==> src/rtl/ppu_pkg.sv <==
// Package for the perspective point projection unit: widths, register
// indexes, reset values and request/response payload types.
// No dependencies.
`default_nettype none

package ppu_pkg;

   // Field formats
   localparam int COORD_W   = 16;   // signed Q8.8 coordinates
   localparam int TRIG_W    = 16;   // signed Q2.14 sines and cosines
   localparam int TRIG_FRAC = 14;

   // Configuration port
   localparam int CSR_W     = 48;
   localparam int CSR_IDX_W = 2;

   localparam logic [CSR_IDX_W-1:0] CSR_CAMERA_POSITION = 2'd0;
   localparam logic [CSR_IDX_W-1:0] CSR_DISPLAY_OFFSET  = 2'd1;
   localparam logic [CSR_IDX_W-1:0] CSR_COS_ANGLES      = 2'd2;
   localparam logic [CSR_IDX_W-1:0] CSR_SIN_ANGLES      = 2'd3;

   localparam logic [CSR_W-1:0] COS_ANGLES_RESET = 48'h4000_4000_4000;

   // Datapath widths. Point minus camera needs one extra bit; the rotation
   // passes widen to 20, 21 and 22 bits and never reach the 2^30 clamp.
   localparam int DIFF_W = COORD_W + 1;   // x, y, z
   localparam int ROT1_W = 20;            // a, b
   localparam int ROT2_W = 21;            // c, dx
   localparam int ROT3_W = 22;            // dy, dz

   // Quotient bits kept by the divider; a larger quotient always saturates.
   localparam int QUOT_W = COORD_W + 1;

   typedef struct packed {
      logic signed [COORD_W-1:0] point_x;
      logic signed [COORD_W-1:0] point_y;
      logic signed [COORD_W-1:0] point_z;
   } ppu_req_type;

   typedef struct packed {
      logic signed [COORD_W-1:0] screen_x;
      logic signed [COORD_W-1:0] screen_y;
      logic                      depth_zero;
      logic                      saturated;
   } ppu_rsp_type;

endpackage

`default_nettype wire

==> src/rtl/ppu_rotate.sv <==
// One rotation pass: two product pairs, then sum/difference rounded back
// to coordinate format. Two register stages. Uses ppu_pkg.
`default_nettype none

module ppu_rotate
   import ppu_pkg::*;
#(
   parameter int IN_W   = 17,
   parameter int OUT_W  = 20,
   parameter int PASS_W = 17
) (
   input  logic                     clock,
   input  logic                     reset,
   input  logic                     advance,
   input  logic                     in_valid,
   input  logic signed [TRIG_W-1:0] ka,
   input  logic signed [TRIG_W-1:0] kb,
   input  logic signed [TRIG_W-1:0] kc,
   input  logic signed [TRIG_W-1:0] kd,
   input  logic signed [IN_W-1:0]   va,
   input  logic signed [IN_W-1:0]   vb,
   input  logic signed [IN_W-1:0]   vc,
   input  logic signed [IN_W-1:0]   vd,
   input  logic signed [PASS_W-1:0] pass_in,
   output logic                     out_valid,
   output logic signed [OUT_W-1:0]  sum_out,
   output logic signed [OUT_W-1:0]  diff_out,
   output logic signed [PASS_W-1:0] pass_out
);

   localparam int PROD_W = TRIG_W + IN_W;
   localparam int SUM_W  = PROD_W + 1;
   localparam logic signed [SUM_W-1:0] HALF =
      {{(SUM_W-TRIG_FRAC){1'b0}}, 1'b1, {(TRIG_FRAC-1){1'b0}}};

   // stage 1: products
   logic                     prod_valid_ff;
   logic signed [PROD_W-1:0] prod_a_ff, prod_b_ff, prod_c_ff, prod_d_ff;
   logic signed [PROD_W-1:0] prod_a_in, prod_b_in, prod_c_in, prod_d_in;
   logic signed [PASS_W-1:0] pass1_ff;

   // stage 2: rounded results
   logic                     res_valid_ff;
   logic signed [OUT_W-1:0]  sum_ff, diff_ff, sum_in, diff_in;
   logic signed [PASS_W-1:0] pass2_ff;

   logic signed [SUM_W-1:0]  sum_p, sum_m, rnd_p, rnd_m;

   assign prod_a_in = ka * va;
   assign prod_b_in = kb * vb;
   assign prod_c_in = kc * vc;
   assign prod_d_in = kd * vd;

   always_ff @(posedge clock) begin
      if (reset) begin
         prod_valid_ff <= 1'b0;
      end else if (advance) begin
         prod_valid_ff <= in_valid;
      end
   end

   always_ff @(posedge clock) begin
      if (advance) begin
         prod_a_ff <= prod_a_in;
         prod_b_ff <= prod_b_in;
         prod_c_ff <= prod_c_in;
         prod_d_ff <= prod_d_in;
         pass1_ff  <= pass_in;
      end
   end

   // round half up: floor((v + 2^(F-1)) / 2^F)
   always_comb begin
      sum_p   = SUM_W'(prod_a_ff) + SUM_W'(prod_b_ff);
      sum_m   = SUM_W'(prod_c_ff) - SUM_W'(prod_d_ff);
      rnd_p   = (sum_p + HALF) >>> TRIG_FRAC;
      rnd_m   = (sum_m + HALF) >>> TRIG_FRAC;
      sum_in  = rnd_p[OUT_W-1:0];
      diff_in = rnd_m[OUT_W-1:0];
   end

   always_ff @(posedge clock) begin
      if (reset) begin
         res_valid_ff <= 1'b0;
      end else if (advance) begin
         res_valid_ff <= prod_valid_ff;
      end
   end

   always_ff @(posedge clock) begin
      if (advance) begin
         sum_ff   <= sum_in;
         diff_ff  <= diff_in;
         pass2_ff <= pass1_ff;
      end
   end

   assign out_valid = res_valid_ff;
   assign sum_out   = sum_ff;
   assign diff_out  = diff_ff;
   assign pass_out  = pass2_ff;

endmodule

`default_nettype wire

==> config.mk <==
export PLATFORM = sky130hd
export DESIGN_NAME = ppu_rotate
export DESIGN_NICKNAME = d
export VERILOG_FILES = /design/src/rtl/ppu_pkg.sv /design/src/rtl/ppu_rotate.sv
export SDC_FILE = /design/constraint.sdc
export NUM_CORES = 2
export LEC_CHECK = 0
export BUFFER_PORTS_ARGS = -buffer_cell sky130_fd_sc_hd__buf_2
export CAP_MARGIN = 30
export CORE_UTILIZATION = 59
export CTS_BUF_LIST = sky130_fd_sc_hd__clkbuf_4 sky130_fd_sc_hd__clkbuf_8 sky130_fd_sc_hd__clkbuf_16
export DETAILED_ROUTE_END_ITERATION = 10
export GPL_TIMING_DRIVEN = 1
export HOLD_SLACK_MARGIN = 0.08
export PLACE_DENSITY = 0.84
export SETUP_SLACK_MARGIN = 0.15
export SYNTH_ARGS = -nofsm -noshare
export SYNTH_HDL_FRONTEND = slang
export SYNTH_SLANG_ARGS = --single-unit
export TNS_END_PERCENT = 50
==> constraint.sdc <==
create_clock -name clock -period 6.6 [get_ports clock]
set_input_delay 0.33 -clock clock [delete_from_list [all_inputs] [get_ports clock]]
set_output_delay 0.33 -clock clock [all_outputs]
set_load 0.05 [all_outputs]
* After elaboration in Yosys (flattened, before gate mapping) *
Cells that the tools add are included.
W data, S select, Z words.

word-level totals
  register bits after elaboration = 208
  input bits = 153
  output and inout bits = 58

cells by class
  add/sub/neg operators = 4
  $mul = 4

operators by type and width
  kind                      count
  $mul A16 B17 Y33          4
  $add A34 B15 Y34 const B  2
  $add A33 B33 Y34          1
  $sub A33 B33 Y34          1

* Logic depth before layout (Yosys ltp) *
  word-level depth = 2
  mapped depth = 26
  gate-level depth less buffers = 23

* Worst setup path before layout *
No wires, ideal clock.

  kind = input to register
  start point = input kc[1]
  end point = register prod_c_ff[32] (data pin)
  arrival time = 6.196 ns
  data required time = 6.340 ns
  path slack = 0.145 ns
  stages = 22
  cell sequence = clkbuf_1 -> nand2_1 -> inv_1 -> fa_1 -> fa_1 -> fa_1 -> fa_1 -> fa_1 -> inv_1 -> fa_1 -> inv_1 -> ha_1 -> nand3_1 -> nor2_1 -> a221o_1 -> a21o_1 -> a21oi_1 -> nor2_1 -> or3_1 -> a31o_1 -> a21oi_1 -> xnor2_1

between the ends
  cells in the longest elaborated chain, start to end = 1

RTL lines
  element               line              RTL
  from (decl)           ppu_rotate.sv:18  input logic signed [TRIG_W-1:0] kc,
  $mul A16 B17 Y33      ppu_rotate.sv:51  assign prod_c_in = kc * vc;
  via prod_c_in[32]     ppu_rotate.sv:39  logic signed [PROD_W-1:0] prod_a_in, prod_b_in, prod_c_in, prod_d_in;
  to (signal assigned)  ppu_rotate.sv:66  prod_c_ff <= prod_c_in;
  to (decl)             ppu_rotate.sv:38  logic signed [PROD_W-1:0] prod_a_ff, prod_b_ff, prod_c_ff, prod_d_ff;

The timed path passes the listed nets, and every way through them passes these cells.
A chain may end at the register's enable or synchronous reset.

* Worst setup path after layout *
  start point = input kd[7]
  end point = register prod_d_ff[22] (data pin)

between the ends
  cells in the longest elaborated chain, start to end = 1

RTL lines
  element               line              RTL
  from (decl)           ppu_rotate.sv:19  input logic signed [TRIG_W-1:0] kd,
  $mul A16 B17 Y33      ppu_rotate.sv:52  assign prod_d_in = kd * vd;
  via prod_d_in[22]     ppu_rotate.sv:39
  to (signal assigned)  ppu_rotate.sv:67  prod_d_ff <= prod_d_in;
  to (decl)             ppu_rotate.sv:38

The timed path passes the listed nets, and every way through them passes these cells.

==> summary.txt <==
Synth
  • EDFF count, synth: approximately 210
  • Synth Net Count: 6808
  • Largest cells by area after synthesis: fa_1, edfxtp_1, ha_1
  • #FFs+latches synth: approximately 210
  • Synth Instances: 5089
  • Mapped cell area: roughly 50000 um2
  • Top cell type by total area after synthesis: fa_1
  • Synth Warn #: 0
  • Synthesized area per cell: about 9.8 um2
  • List of most frequent post-synthesis cells: inv_1, fa_1, nand2_1
  • Share of the synthesized area in the top cell type: approximately 44%
  • Register area share after synthesis: about 12%
  • Most frequent cell after synthesis: inv_1
  • Synth Flop Type: edfxtp_1
  • Fraction of registers with async set/reset: 0%
  • Yosys cell types: 63

STA
  • F_max: roughly 0.16 GHz
  • Setup-failing EPs final: 0
  • RSZ-0062 raised after global routing: false
  • Clk_skew: between 0.015 and 0.02 ns
  • Final critical-path share of the clock period: ~93%
  • Final Slew Violations: 0
  • Fin crit period: 6.13 ns
  • Final hold viol count: 0
  • Slew Limit Headroom: between 30 and 40%
  • Slew at the pin closest to its max-slew limit: 0.917 ns

Worst setup path
  • Critical Path AT: approximately 6.4 ns
  • CP required: between 6 and 7 ns
  • Critical path class: in -> reg
  • Worst setup EP type: register
  • CP startpoint kind: primary input
  • Worst-path fanout max: 17

Job
  • Maxcap violations: 0

Global routing
  • Total gr overflow: 0
  • Initial antenna violation count: 1
  • Met3 GRT Util: under 10%
  • Busiest metal layer after global routing: met2
  • Vias in the first global route: ~38000
  • Pin count of the biggest net entering global routing: a little over 80
  • Global routing usage on met1: 36.5%
  • First-pass GRT wire length: roughly 190000 um
  • Met2 Use GR: 48.3%
  • Gr usage total: between 20 and 30%

Clock network
  • Sink Count: around 210
  • TritonCTS clock tree: built
  • Clock transition at the registers of the reported paths: ~0.070 ns
  • Insertion delay to the later sink of the worst-skew pair: 0.53 ns
  • Clock Tree Buf Depth: 3
  • CTS buffer count: 23
  • Clk root buf: clkbuf_16
  • Buffer count from post-CTS setup fixing: 0
  • Htree depth: 1

Die
  • Number of I/O pins: around 210
  • Die H: around 290 um
  • Initial Util: 59.7%
  • Core footprint: between 80000 and 90000 um2
  • Die area: between 80000 and 90000 um2
  • Die X: just under 300 um
  • FP Rows: around 110

Drt
  • WL final: roughly 120000 um
  • Residual DRC count: 0
  • Vias per cell: 5.46
  • DRT iter0 DRCs: 2315
  • Vias: around 35000
  • Detailed Routing Iterations Pass 1: 6
  • Antenna Nets Post-Route: 0
  • Drt wl/cell: between 15 and 20 um

Place
  • PortBufs: 210
  • Post-DP HPWL: around 97000 um
  • Final GP Congestion: ~0.93
  • Inst Count DP: ~6400

Layout
  • Layout cells sized above 1: 6.38%
  • Finished Layout Cells: 6420
  • Final Util: between 60% and 70%
  • Nets@finish: between 6000 and 7000
  • Area grow syn2layout: 6.93%

Hold path
  • Worst hold path type: in -> reg

Status
  • Status: complete, no violations
==> cell usage in the layout (no fill, tap or decap), drive strengths merged, types with 7 or more instances in the layout <==
cell type and n:
and2 530, or3 7, a31oi 9, xnor2 125, xor2 40, a21o 75
edfxtp 206, dlygate4sd3 19, nor2 168, a211oi 20, buf 286, nand2b 34
fa 1104, nand4 10, ha 462, nor2b 14, o21bai 18, o21a 31
nor3 22, a21oi 105, nand2 556, inv 1239, clkbuf 28, and3 12
o21ai 72, nand3 18
==> layout make-up <==
class / instances / area (um2)
sequential: 208 / 6230
multi-input combinational: 3496 / 38600
clock buffer: 28 / 613
antenna: 2 / 5.00
fill: 6534 / 30300
timing repair buffer: 305 / 1850
inverter: 1235 / 4640
tap: 1134 / 1420
clock inverter: 12 / 143
==> worst max-delay path: stages <==
cell and delay, ns:
buf_2 0.39, nand2_1 0.15, fa_1 0.56, inv_1 0.05, fa_1 0.50, inv_1 0.06
fa_1 0.52, inv_1 0.06, fa_1 0.47, fa_1 0.51, inv_1 0.06, fa_1 0.51
inv_1 0.05, ha_1 0.33, nand3_1 0.13, o22ai_1 0.09, nor2_1 0.17, o211ai_1 0.20
and3_1 0.25, o31a_1 0.28, nor3_1 0.25, o21bai_1 0.12, a21oi_1 0.18, xnor2_1 0.22
==> sequential cells by signal, indices dropped and copies added (netlist names) <==
register,cells
diff_out,20
pass_out,17
prod_d_ff,33
out_valid,1
prod_c_ff,33
pass1_ff,17
prod_valid_ff,1
prod_b_ff,33
sum_out,20
prod_a_ff,33
==> cell families after synthesis <==
family,after synthesis,synth area share (%)
adder cells (fa/ha/maj),1566,55.7
XOR/XNOR,165,2.89
buffers and inverters,1385,10.4
multiplexers,2,0.0400
AND/OR/NAND/NOR,1386,13.7
AO/OA/AOI/OAI,377,4.91
flip-flops,208,12.4
==> layer usage <==
layer  wire length [um]  part of all wire [%]
met5                  0                     0
met4               5290                   4.6
met3               8670                   7.5
met1              44000                    38
met2              57700                    50
==> metrics by stage <==
stage	area [um2]	TNS [ns]	setup slack (ns)	hold slack (ns)
floorplan	50100	0	0.161	0.400
global placement	52600	0	0.0290	0.405
detailed placement	52600	-0.104	-0.104	0.405
CTS	53500	0	0.441	0.296
global route	53500	0	0.191	0.299
finish	53500	0	0.473	0.275
==> worst paths after layout <==
check                            endpoint  depth (start not counted)                   start  slack [ns]
hold reg to reg     pass_out[8]$_DFFE_PP_                          0   pass1_ff[8]$_DFFE_PP_        0.42
hold / removal    prod_a_ff[31]$_DFFE_PP_                          1                 advance        0.27
setup / recovery  prod_d_ff[22]$_DFFE_PP_                         24                   kd[7]        0.47
setup reg to reg    sum_out[19]$_DFFE_PP_                         12  prod_b_ff[5]$_DFFE_PP_        3.01
==> what timing repair did <==
item | CTS | global route
endpoints found under the setup margin | 0 | 1
hold buffers | 19 | 0
endpoints found under the hold margin | 19 | 0
gates resized for setup | 0 | 1
Power is left out: the tool's default activity adds up to more than one toggle a clock period on the data nets, which glitch-free logic cannot reach.
